===== src/hdl/sequential_random_sampler_defines.svh =====
// Assertion macros used by the sampler RTL.
`ifndef SEQUENTIAL_RANDOM_SAMPLER_DEFINES_SVH
`define SEQUENTIAL_RANDOM_SAMPLER_DEFINES_SVH

// Same-cycle implication, checked on clk_i and disabled in reset.
`define SRS_ASSERT_SAME(name, ante, cons) \
  name: assert property (@(posedge clk_i) disable iff (!rst_ni) (ante) |-> (cons)) \
    else $error("sampler check failed");

// Next-cycle implication, checked on clk_i and disabled in reset.
`define SRS_ASSERT_NEXT(name, ante, cons) \
  name: assert property (@(posedge clk_i) disable iff (!rst_ni) (ante) |=> (cons)) \
    else $error("sampler check failed");

`endif


===== src/hdl/srs_pkg.sv =====
// Types and constants of the sequential random sampler.
package srs_pkg;

  localparam int unsigned DataWidth       = 32;
  localparam int unsigned RandWidth       = 31;
  localparam int unsigned DefaultIndexBits = 32;
  localparam int unsigned DivCountWidth   = 6;

  typedef enum logic [1:0] {
    REG_POPULATION = 2'd0,
    REG_SAMPLE     = 2'd1,
    REG_BASE       = 2'd2
  } reg_idx_e;

  typedef enum logic {
    CMD_RESTART = 1'b0,
    CMD_DRAW    = 1'b1
  } cmd_e;

  typedef struct packed {
    logic                 command;
    logic [RandWidth-1:0] random_value;
  } in_beat_t;

  typedef struct packed {
    logic [DataWidth-1:0] sample_index;
    logic                 last_sample;
  } out_beat_t;

  typedef enum logic [2:0] {
    ST_IDLE,
    ST_DIV,
    ST_CHECK,
    ST_MUL,
    ST_DIVSTART,
    ST_EMIT
  } state_e;

  // Request to the shared divider.
  typedef struct packed {
    logic                 start;
    logic [DataWidth-1:0] hi;
    logic [DataWidth-1:0] lo;
    logic [DataWidth-1:0] divisor;
  } div_req_t;

  // Result of the shared divider.
  typedef struct packed {
    logic                 done;
    logic [DataWidth-1:0] quotient;
    logic [DataWidth-1:0] remainder;
  } div_rsp_t;

endpackage


===== src/hdl/sequential_random_sampler.sv =====
// Sequential random sampler (algorithm A): picks ordered distinct row indices.
//
// The block picks sample_size distinct row indices, in increasing order, out of
// population_size rows. A restart beat (command 0) loads the working state from
// the configuration registers and returns nothing. Each draw beat (command 1)
// carries one 31-bit random word and returns one output beat holding the next
// index plus base_offset, with last_sample set on the final index; a draw after
// the sample is exhausted returns nothing. When the sample covers the whole
// population the indices come out in order and the random word is ignored.
// A restart or an exhausted draw leaves the block idle at once, and a
// whole-population pick goes straight to the emit state. A normal pick starts
// the divider as its input beat is accepted, waits for the first quotient, runs
// the skip test and then loads the output register. Every row it skips adds one
// multiply and one 32-step division, since each skip runs through a single
// shared bit-serial divider. The last pick runs one division for its modulo.
// A full output register holds the emit state until the receiver takes the
// waiting beat. The block takes no new beat while a pick is in work,
// but it does accept one while a result still waits at the output register.
module sequential_random_sampler import srs_pkg::*; #(
  parameter int unsigned INDEX_BITS = DefaultIndexBits
) (
  input  logic                 clk_i,
  input  logic                 rst_ni,
  input  logic                 cfg_we_i,
  input  logic [1:0]           cfg_idx_i,
  input  logic [DataWidth-1:0] cfg_data_i,
  input  logic                 in_valid_i,
  output logic                 in_ready_o,
  input  in_beat_t             in_data_i,
  output logic                 out_valid_o,
  input  logic                 out_ready_i,
  output out_beat_t            out_data_o
);

`include "sequential_random_sampler_defines.svh"

  // The position is one bit wider than the index so that minus one is held.
  localparam int unsigned PosWidth = INDEX_BITS + 1;

  logic [DataWidth-1:0] pop_q, samp_q, base_q;

  state_e               state_q, state_d;
  logic [DataWidth-1:0] top_q, top_d;       // rows still to be skipped
  logic [DataWidth-1:0] cnt_q, cnt_d;       // rows not yet passed
  logic [PosWidth-1:0]  pos_q, pos_d;       // last emitted row
  logic [DataWidth-1:0] picks_q, picks_d;
  logic                 copy_q, copy_d;
  logic                 final_q, final_d;   // divider is computing the last skip
  logic                 last_q, last_d;
  logic [DataWidth-1:0] frac_q, frac_d;
  logic [DataWidth-1:0] quot_q, quot_d;
  logic [2*DataWidth-1:0] prod_q, prod_d;
  logic                 out_valid_q, out_valid_d;
  out_beat_t            out_q, out_d;

  div_req_t div_req;
  div_rsp_t div_rsp;

  logic                 accept;
  logic [63:0]          idx_sum;

  srs_div u_div (
    .clk_i  (clk_i),
    .rst_ni (rst_ni),
    .req_i  (div_req),
    .rsp_o  (div_rsp)
  );

  // Configuration registers.
  always_ff @(posedge clk_i or negedge rst_ni) begin
    if (!rst_ni) begin
      pop_q  <= '0;
      samp_q <= '0;
      base_q <= '0;
    end else if (cfg_we_i) begin
      case (cfg_idx_i)
        REG_POPULATION: pop_q  <= cfg_data_i;
        REG_SAMPLE:     samp_q <= cfg_data_i;
        REG_BASE:       base_q <= cfg_data_i;
        default:        ;
      endcase
    end
  end

  assign in_ready_o = (state_q == ST_IDLE);
  assign accept     = in_valid_i && in_ready_o;
  assign idx_sum    = 64'(pos_q) + 64'(base_q);

  always_comb begin
    state_d     = state_q;
    top_d       = top_q;
    cnt_d       = cnt_q;
    pos_d       = pos_q;
    picks_d     = picks_q;
    copy_d      = copy_q;
    final_d     = final_q;
    last_d      = last_q;
    frac_d      = frac_q;
    quot_d      = quot_q;
    prod_d      = prod_q;
    out_d       = out_q;
    out_valid_d = out_valid_q && !out_ready_i;
    div_req     = '0;

    case (state_q)
      ST_IDLE: begin
        if (accept) begin
          if (in_data_i.command == CMD_RESTART) begin
            pos_d = '1;
            if (samp_q == '0) begin
              copy_d  = 1'b0;
              picks_d = '0;
              top_d   = '0;
              cnt_d   = '0;
            end else if (pop_q <= samp_q) begin
              copy_d  = 1'b1;
              picks_d = pop_q;
              top_d   = '0;
              cnt_d   = pop_q;
            end else begin
              copy_d  = 1'b0;
              picks_d = samp_q;
              top_d   = pop_q - samp_q;
              cnt_d   = pop_q;
            end
          end else if (picks_q == '0) begin
            // Sample exhausted or never loaded: nothing to return.
          end else if (copy_q) begin
            pos_d   = pos_q + 1'b1;
            picks_d = picks_q - 1'b1;
            last_d  = (picks_q == DataWidth'(1));
            state_d = ST_EMIT;
          end else if (picks_q != DataWidth'(1)) begin
            frac_d  = {in_data_i.random_value, 1'b0};
            final_d = 1'b0;
            if (cnt_q != '0) begin
              div_req.start   = 1'b1;
              div_req.hi      = top_q;
              div_req.lo      = '0;
              div_req.divisor = cnt_q;
              state_d         = ST_DIV;
            end else begin
              quot_d  = '0;
              state_d = ST_CHECK;
            end
          end else begin
            final_d = 1'b1;
            if (cnt_q != '0) begin
              div_req.start   = 1'b1;
              div_req.hi      = '0;
              div_req.lo      = {1'b0, in_data_i.random_value};
              div_req.divisor = cnt_q;
              state_d         = ST_DIV;
            end else begin
              pos_d   = pos_q + 1'b1;
              picks_d = '0;
              last_d  = 1'b1;
              state_d = ST_EMIT;
            end
          end
        end
      end

      ST_DIV: begin
        if (div_rsp.done) begin
          if (final_q) begin
            // The last pick skips random_value mod rows_remaining rows.
            pos_d   = pos_q + PosWidth'(div_rsp.remainder) + 1'b1;
            picks_d = '0;
            last_d  = 1'b1;
            state_d = ST_EMIT;
          end else begin
            quot_d  = div_rsp.quotient;
            state_d = ST_CHECK;
          end
        end
      end

      ST_CHECK: begin
        if ((quot_q > frac_q) && (top_q != '0) && (cnt_q != '0)) begin
          top_d = top_q - 1'b1;
          cnt_d = cnt_q - 1'b1;
          pos_d = pos_q + 1'b1;
          if (cnt_q != DataWidth'(1)) begin
            state_d = ST_MUL;
          end else begin
            quot_d = '0;
          end
        end else begin
          pos_d   = pos_q + 1'b1;
          if (cnt_q != '0) begin
            cnt_d = cnt_q - 1'b1;
          end
          picks_d = picks_q - 1'b1;
          last_d  = 1'b0;
          state_d = ST_EMIT;
        end
      end

      ST_MUL: begin
        prod_d  = quot_q * top_q;
        state_d = ST_DIVSTART;
      end

      ST_DIVSTART: begin
        div_req.start   = 1'b1;
        div_req.hi      = prod_q[2*DataWidth-1:DataWidth];
        div_req.lo      = prod_q[DataWidth-1:0];
        div_req.divisor = cnt_q;
        state_d         = ST_DIV;
      end

      ST_EMIT: begin
        if (!out_valid_q || out_ready_i) begin
          out_valid_d            = 1'b1;
          out_d.sample_index     = idx_sum[DataWidth-1:0];
          out_d.last_sample      = last_q;
          state_d                = ST_IDLE;
        end
      end

      default: state_d = ST_IDLE;
    endcase
  end

  always_ff @(posedge clk_i or negedge rst_ni) begin
    if (!rst_ni) begin
      state_q     <= ST_IDLE;
      top_q       <= '0;
      cnt_q       <= '0;
      pos_q       <= '1;
      picks_q     <= '0;
      copy_q      <= 1'b0;
      final_q     <= 1'b0;
      out_valid_q <= 1'b0;
    end else begin
      state_q     <= state_d;
      top_q       <= top_d;
      cnt_q       <= cnt_d;
      pos_q       <= pos_d;
      picks_q     <= picks_d;
      copy_q      <= copy_d;
      final_q     <= final_d;
      out_valid_q <= out_valid_d;
    end
  end

  always_ff @(posedge clk_i) begin
    last_q <= last_d;
    frac_q <= frac_d;
    quot_q <= quot_d;
    prod_q <= prod_d;
    out_q  <= out_d;
  end

  assign out_valid_o = out_valid_q;
  assign out_data_o  = out_q;

  // The quotient only stays inside Q0.32 while fewer rows are left to skip than remain.
  `SRS_ASSERT_SAME(a_top_below_cnt, cnt_q != '0, top_q < cnt_q)
  // Whole-population mode never skips rows.
  `SRS_ASSERT_SAME(a_copy_no_skip, copy_q, top_q == '0)
  // A free output slot in the emit state always yields a result beat next cycle.
  `SRS_ASSERT_NEXT(a_emit_lands, (state_q == ST_EMIT) && (!out_valid_q || out_ready_i),
                   out_valid_o && (state_q == ST_IDLE))

endmodule


===== src/hdl/srs_div.sv =====
// Restoring divider, one quotient bit per cycle; needs hi below the divisor.
module srs_div import srs_pkg::*; (
  input  logic     clk_i,
  input  logic     rst_ni,
  input  div_req_t req_i,
  output div_rsp_t rsp_o
);

  logic [DataWidth-1:0]     rem_q, rem_d;
  logic [DataWidth-1:0]     lo_q, lo_d;
  logic [DataWidth-1:0]     dvs_q, dvs_d;
  logic [DivCountWidth-1:0] cnt_q, cnt_d;
  logic                     busy_q, busy_d;
  logic                     done_q, done_d;
  logic [DataWidth:0]       trial;
  logic [DataWidth:0]       diff;

  always_comb begin
    trial  = {rem_q, lo_q[DataWidth-1]};
    diff   = trial - {1'b0, dvs_q};
    rem_d  = rem_q;
    lo_d   = lo_q;
    dvs_d  = dvs_q;
    cnt_d  = cnt_q;
    busy_d = busy_q;
    done_d = 1'b0;
    if (req_i.start) begin
      rem_d  = req_i.hi;
      lo_d   = req_i.lo;
      dvs_d  = req_i.divisor;
      cnt_d  = '0;
      busy_d = 1'b1;
    end else if (busy_q) begin
      if (!diff[DataWidth]) begin
        rem_d = diff[DataWidth-1:0];
        lo_d  = {lo_q[DataWidth-2:0], 1'b1};
      end else begin
        rem_d = trial[DataWidth-1:0];
        lo_d  = {lo_q[DataWidth-2:0], 1'b0};
      end
      cnt_d = cnt_q + 1'b1;
      if (cnt_q == DivCountWidth'(DataWidth - 1)) begin
        busy_d = 1'b0;
        done_d = 1'b1;
      end
    end
  end

  always_ff @(posedge clk_i or negedge rst_ni) begin
    if (!rst_ni) begin
      busy_q <= 1'b0;
      done_q <= 1'b0;
      cnt_q  <= '0;
    end else begin
      busy_q <= busy_d;
      done_q <= done_d;
      cnt_q  <= cnt_d;
    end
  end

  always_ff @(posedge clk_i) begin
    rem_q <= rem_d;
    lo_q  <= lo_d;
    dvs_q <= dvs_d;
  end

  assign rsp_o.done      = done_q;
  assign rsp_o.quotient  = lo_q;
  assign rsp_o.remainder = rem_q;

endmodule


===== config.mk =====
export PLATFORM = sky130hd
export DESIGN_NAME = sequential_random_sampler
export DESIGN_NICKNAME = d
export VERILOG_FILES = /design/src/hdl/srs_pkg.sv /design/src/hdl/sequential_random_sampler.sv /design/src/hdl/srs_div.sv
export VERILOG_INCLUDE_DIRS = /design/src /design/src/hdl
export SDC_FILE = /design/constraint.sdc
export NUM_CORES = 2
export LEC_CHECK = 0
export ABC_AREA = 1
export BUFFER_PORTS_ARGS = -buffer_cell sky130_fd_sc_hd__buf_2
export CORE_ASPECT_RATIO = 0.7
export CORE_MARGIN = 5
export CORE_UTILIZATION = 45
export DETAILED_ROUTE_END_ITERATION = 6
export PLACE_DENSITY = 0.71
export SETUP_SLACK_MARGIN = 0.05
export SLEW_MARGIN = 20
export SYNTH_ARGS = -nofsm -noshare
export SYNTH_HDL_FRONTEND = slang
export SYNTH_SLANG_ARGS = --single-unit
export TNS_END_PERCENT = 100

===== constraint.sdc =====
create_clock -name clk_i -period 10.6 [get_ports clk_i]
set_input_delay 1.06 -clock clk_i [delete_from_list [all_inputs] [get_ports clk_i]]
set_output_delay 1.06 -clock clk_i [all_outputs]
set_load 0.01 [all_outputs]

# Yosys cells after proc, flatten, opt, wreduce, memory -nomap -nowiden
# Index checks and enable logic that the tools add are counted.
# op_classes
shifts	0
n_addsub	10
div	0
n_eq_ne	32
n_lt_le_gt_ge	2
mux	93
reduce_logical	30
n_mul	1
n_bitwise	3
# ops
operator	n
two-way mux 32 bit	35
two-way mux 97 bit	7
two-way mux 33 bit	8
one-hot mux 97 bit (2 select lines)	1
one-hot mux 32 bit (3 select lines)	2
one-hot mux 32 bit (2 select lines)	2
one-hot mux 33 bit (3 select lines)	1
subtractor 32 x 1 -> 32 bit, second input constant	3
adder 33 x 1 -> 33 bit, second input constant	2
zero test 32 bit	2
multiplier 32 x 32 -> 64 bit	1
!= test 32 x 1 -> 1 bit, second input constant	2
nonzero test 32 bit	2
adder 33 x 32 -> 33 bit	1
two-way mux 3 bit	11
subtractor 33 x 32 -> 33 bit	1
adder 32 bit	1
== test 32 x 1 -> 1 bit, second input constant	1
> comparator 32 bit	1
less-or-equal comparator 32 bit	1
subtractor 32 bit	1
two-way mux 1 bit	21
!= test 2 bit, second input constant	10
one-hot mux 3 bit (6 select lines)	1
other kinds (30)	53
# totals
word_cells	194
mem_bits_rw	0
n_memories	0
romBits	0
ff_bits	496
latch_bits	0
inputBits	71

# Longest topological paths before layout
# logic_depth
depth_word	9
depth_mapped	34
mapped_depth_nobuf	32

# Cells and area by module
# A second synthesis with hierarchy kept.
# hier_totals
cells_unflattened	9238
hier_area_um2	69083.8
# modules_own_cells
module	seq_area_each_um2	instances	area_each_um2	cells_each
sequential_random_sampler	10630.2	1	61726.7	8218
srs_div	3083.0	1	7357.1	1020

# Worst setup path after synthesis
# Ideal clock, no wire load.
# synth_path
path_type	reg-to-reg
from	reg top_q[6]
to	reg prod_q[62] (data pin)
slack_ns	3.871
path_stages_with_launch	29
synth_period_minus_slack_ns	6.729
path_buffers	2
t_arrival_ns	6.476
t_required_ns	10.348
cell_sequence	dfrtp_1 -> clkbuf_1 -> buf_1 -> nand2_1 -> inv_1 -> fa_1 -> fa_1 -> fa_1 -> inv_1 -> fa_1 -> inv_1 -> fa_1 -> inv_1 -> fa_1 -> inv_1 -> fa_1 -> inv_1 -> fa_1 -> inv_1 -> ha_1 -> nand2_1 -> nor2_1 -> inv_1 -> nor2_1 -> nand2_1 -> o21ai_0 -> nand3_1 -> nand3_1 -> nand2_1
# synth_via
elab_chain_cells	1
# synth_lines
item	line_no	rtl
start, declared	sequential_random_sampler.sv:43	logic [DataWidth-1:0] top_q, top_d;
start signal, assigned	sequential_random_sampler.sv:238	top_q <= top_d;
multiplier 32 x 32 -> 64 bit	sequential_random_sampler.sv:201	prod_d = quot_q * top_q;
end signal, assigned	sequential_random_sampler.sv:252	prod_q <= prod_d;
end, declared	sequential_random_sampler.sv:52	logic [2*DataWidth-1:0] prod_q, prod_d;
# No other way between the ends.
# A chain may end at the register's enable or synchronous reset.

# Worst setup path after layout
# layout_path
from	reg quot_q[20]
to	reg prod_q[52] (data pin)
# layout_via
elab_chain_cells	1
# layout_lines
item	line_no	rtl
start, declared	sequential_random_sampler.sv:51	logic [DataWidth-1:0] quot_q, quot_d;
start signal, assigned	sequential_random_sampler.sv:251	quot_q <= quot_d;
multiplier 32 x 32 -> 64 bit	sequential_random_sampler.sv:201	
# No other way between the ends.

==> run summary <==
- **average instance area after synthesis** 7.546 um2
- **async set-reset flop share out of synthesis** 48.08%
- **# port buffers** 105
- **global route total overflow** 0
- **initial core utilization** 45.21%
- **row cnt** 119
- **vias** 59,340
- **TNS Setup** 0 ns
- **height of the chip** 335.0 um
- **total CTS buffers** 51
- **area of the multi-input gates** 0.04475 mm2
- **tightest hold margin** 0.4339 ns
- **WS Path Type** flip-flop to flip-flop
- **cell area after synthesis** 0.06792 mm2
- **cell count after synthesis** 9,000
- **number of nets with antenna violations after routing** 0
- **first-pass GRT wire length** 350.0 mm
- **status** finished clean
- **total number of clock tree sinks** 495
- **number of top-level pins** 106
- **most common cell after layout, fill and taps aside** sky130_fd_sc_hd__nand2_1
- **R2R Path End** prod_q[52]
- **data required time at the worst endpoint** 10.96 ns
- **placed standard-cell area** 0.07034 mm2
- **type of element launching the critical path** flip-flop
- **post-detailed-routing wire length** 227.2 mm
- **share of the synthesized area in compound gates (AO/OA/AOI/OAI)** 7.349%
- **worst min-delay path class** input pin to async pin
- **Clk pin slew, worst setup/hold paths** 0.07 ns
- **number of resized instances in the post-cts repair step** 0
- **antenna violations before repair** 21
- **DRC** 0
- **placeable core region** 0.1502 mm2
- **highest-count cells in the layout ignoring fill and taps** sky130_fd_sc_hd__nand2_1, sky130_fd_sc_hd__inv_1, sky130_fd_sc_hd__fa_1, sky130_fd_sc_hd__nor2_1, sky130_fd_sc_hd__ha_1
- **First-pass DRT Iterations** 7
- **sequential share of the synthesized area** 20.19%
- **Layout fillers** 14,570
- **Slew Viols, Final** 0
- **die outline area** 0.1589 mm2
- **largest fanout on the critical path** 22
- **fmax** 116.3 MHz
- **CTS tree** done
- **FF+latch count, synth** 495
- **count of buffers added by post-CTS timing repair for setup** 0
- **post-synthesis share of cell area spent on full adders, half adders and majority gates** 34.43%
- **predominant post-synthesis flop cell** sky130_fd_sc_hd__edfxtp_1
- **data arrival time at the worst-slack endpoint** 8.96 ns
- **cts-stage hold buffer count** 0
- **insertion delay to the later sink of the worst-skew pair** 0.68 ns
- **multiplexer share of the synthesized area** 0%
- **R2R Setup Slk** 2.00 ns
- **via/cell ratio** 5.411
- **via count of the first global-routing pass** 58,260
- **growth of design area from synthesis to finish** 6.341%
- **Hold Fails Final Rpt** 0
- **actual transition at the worst max-transition pin** 1.292 ns
- **main combinational cell family by area after synthesis** adder cells
- **top register by number of flip-flops** prod_q
- **shortest period the worst path allows** 8.599 ns
- **normalized max-slew margin** 12.98%
- **detailed router's first-iteration violation count** 7,375
- **endpoints failing setup** 0
- **CP Launch Point** quot_q[20]
- **Unique masters post-synth** 67
- **# H-tree levels** 2
- **sort of element at the end of the critical path** flip-flop
- **GRT Resource Usage Total** 28.53%
- **count of flip-flops with a built-in enable after synthesis** 257
- **HPWL Detailed** 182.4 mm
- **setup repair after global routing missed its margin** no
- **Storage cell area** 0.01371 mm2
- **maximum number of pins on one net before global-route repair** 147
- **final critical-path share of the clock period** 81.12%
- **Post-Synth XOR/XNOR Area** 2.399%
- **capture point of the critical path** prod_q[52]
- **Crit Reg-Reg Startpoint** quot_q[20]
- **total of warnings raised by yosys** 0
- **maxcap violations** 0
- **Synth Net Count** 10,400
- **die width** 474.3 um
- **cell depth of the worst flop-to-flop path** 26
- **routed wire length per instance** 20.72 um
- **gpl congestion** 1.030
- **post-synthesis share of cell area spent on and, or, nand and nor gates** 21.62%
- **number of flip-flops under the largest register name** 64
- **Final Skew** 0.07463 ns
- **maximum clock insertion buffer count** 3
- **proportion of layout cells with a drive suffix above 1** 4.675%
- **cell area after layout** 0.07222 mm2
- **Root Driver** sky130_fd_sc_hd__clkbuf_16
- **Final Net Count** 10,320
-- layout make-up --
| cell class | instances | area share, % |
|---|---|---|
| clock buffer | 58 | 1.890 |
| tap | 1996 | 3.458 |
| antenna | 9 | 0.03118 |
| inverter | 2134 | 11.10 |
| clock inverter | 37 | 0.6358 |
| timing repair buffer | 211 | 1.940 |
| multi-input combinational | 6028 | 61.96 |
| sequential | 495 | 18.99 |
-- layer usage --
layer  routed length (um)  up-vias  global-route usage (%)
met3                34280      282                   10.31
met1               101400    28830                   44.29
met4                 4050        6                   4.889
li1                     -    26870                       -
met2                87400     3352                   38.04
met5                  113        -                       0
-- cell families after synthesis --
family	Yosys count
compound gates	905
fa+ha+maj	1329
simple gates	3608
xor+xnor	186
flops	495
buf+inv	2477
-- stage by stage --
stage / cells / util, % / setup WS [ns]
5_1_grt: 10960 / 48.07 / 1.944
3_5_place_dp: 10860 / 46.82 / 2.418
4_1_cts: 10960 / 48.03 / 2.359
6_report: 10970 / 48.07 / 2.001
2_1_floorplan: 9000 / - / 3.871
3_3_place_gp: 10860 / 46.82 / 2.352
-- synthesized netlist by cell type, types with 4 or more instances --
| cell type | n | area [um2] |
|---|---|---|
| sky130_fd_sc_hd__o21ai_0 | 371 | 1857 |
| sky130_fd_sc_hd__nor4_1 | 13 | 81.33 |
| sky130_fd_sc_hd__nor3_1 | 91 | 455.4 |
| sky130_fd_sc_hd__nand3b_1 | 23 | 172.7 |
| sky130_fd_sc_hd__inv_2 | 6 | 22.52 |
| sky130_fd_sc_hd__nand3_1 | 345 | 1727 |
| sky130_fd_sc_hd__and3_1 | 4 | 25.02 |
| sky130_fd_sc_hd__o211ai_1 | 19 | 142.6 |
| sky130_fd_sc_hd__dfstp_2 | 32 | 840.8 |
| sky130_fd_sc_hd__nand4_1 | 59 | 369.1 |
| sky130_fd_sc_hd__buf_4 | 16 | 120.1 |
| sky130_fd_sc_hd__ha_1 | 429 | 5368 |
| sky130_fd_sc_hd__nor2_2 | 10 | 62.56 |
| sky130_fd_sc_hd__nand2_2 | 11 | 68.82 |
| sky130_fd_sc_hd__a31oi_2 | 4 | 50.05 |
| sky130_fd_sc_hd__a31oi_1 | 26 | 162.7 |
| sky130_fd_sc_hd__edfxtp_1 | 257 | 7717 |
| sky130_fd_sc_hd__a21oi_1 | 332 | 1662 |
| sky130_fd_sc_hd__a21o_1 | 30 | 225.2 |
| sky130_fd_sc_hd__o31ai_1 | 6 | 45.04 |
| sky130_fd_sc_hd__nor2_4 | 5 | 56.30 |
| sky130_fd_sc_hd__nand2_4 | 4 | 45.04 |
| sky130_fd_sc_hd__xnor2_1 | 65 | 569.3 |
| sky130_fd_sc_hd__inv_1 | 2126 | 7980 |
| sky130_fd_sc_hd__fa_1 | 900 | 18020 |
| sky130_fd_sc_hd__buf_1 | 59 | 221.5 |
| sky130_fd_sc_hd__clkbuf_1 | 216 | 810.8 |
| sky130_fd_sc_hd__nand2_1 | 2296 | 8618 |
| sky130_fd_sc_hd__or2_2 | 19 | 118.9 |
| sky130_fd_sc_hd__xor2_1 | 121 | 1060 |
| sky130_fd_sc_hd__o21ai_1 | 31 | 155.2 |
| sky130_fd_sc_hd__buf_2 | 40 | 200.2 |
| sky130_fd_sc_hd__a21oi_2 | 9 | 78.83 |
| sky130_fd_sc_hd__o22ai_1 | 6 | 37.54 |
| sky130_fd_sc_hd__a21boi_0 | 4 | 30.03 |
| sky130_fd_sc_hd__nor2_1 | 707 | 2654 |
| sky130_fd_sc_hd__o21a_1 | 15 | 112.6 |
| sky130_fd_sc_hd__o21bai_1 | 34 | 255.2 |
| sky130_fd_sc_hd__buf_6 | 10 | 112.6 |
| sky130_fd_sc_hd__and2_1 | 5 | 31.28 |
| sky130_fd_sc_hd__dfrtp_1 | 206 | 5155 |
-- worst min path at each step --
| stage | start | depth (start not counted) | end |
|---|---|---|---|
| 6_report | rst_ni | 1 | picks_q[29] |
| 5_1_grt | rst_ni | 1 | picks_q[30] |
| 4_1_cts | rst_ni | 1 | picks_q[25] |
| 3_5_place_dp | samp_q[4] | 2 | samp_q[4] |
| 3_3_place_gp | pop_q[0] | 2 | pop_q[0] |
| 2_1_floorplan | last_q | 0 | out_data_o[0] |
-- critical path: stages, from the launching register on --
cell,delay [ns]
sky130_fd_sc_hd__edfxtp_1,0.93
sky130_fd_sc_hd__buf_4,0.49
sky130_fd_sc_hd__nand2_1,0.09
sky130_fd_sc_hd__inv_1,0.09
sky130_fd_sc_hd__fa_1,0.44
sky130_fd_sc_hd__fa_1,0.52
sky130_fd_sc_hd__inv_1,0.05
sky130_fd_sc_hd__fa_1,0.46
sky130_fd_sc_hd__fa_1,0.51
sky130_fd_sc_hd__inv_1,0.05
sky130_fd_sc_hd__fa_1,0.57
sky130_fd_sc_hd__fa_1,0.45
sky130_fd_sc_hd__fa_1,0.53
sky130_fd_sc_hd__inv_1,0.06
sky130_fd_sc_hd__fa_1,0.48
sky130_fd_sc_hd__inv_1,0.05
sky130_fd_sc_hd__ha_1,0.31
sky130_fd_sc_hd__inv_1,0.15
sky130_fd_sc_hd__o21ai_0,0.21
sky130_fd_sc_hd__a21oi_1,0.44
sky130_fd_sc_hd__o21ai_0,0.29
sky130_fd_sc_hd__a21oi_1,0.42
sky130_fd_sc_hd__nand3_1,0.32
sky130_fd_sc_hd__nand2_1,0.18
sky130_fd_sc_hd__nand2_1,0.06
sky130_fd_sc_hd__nand2_1,0.07
sky130_fd_sc_hd__nand2_1,0.07
Power is left out: the tool's default activity adds up to more than one toggle a clock period on the data nets, which glitch-free logic cannot reach.
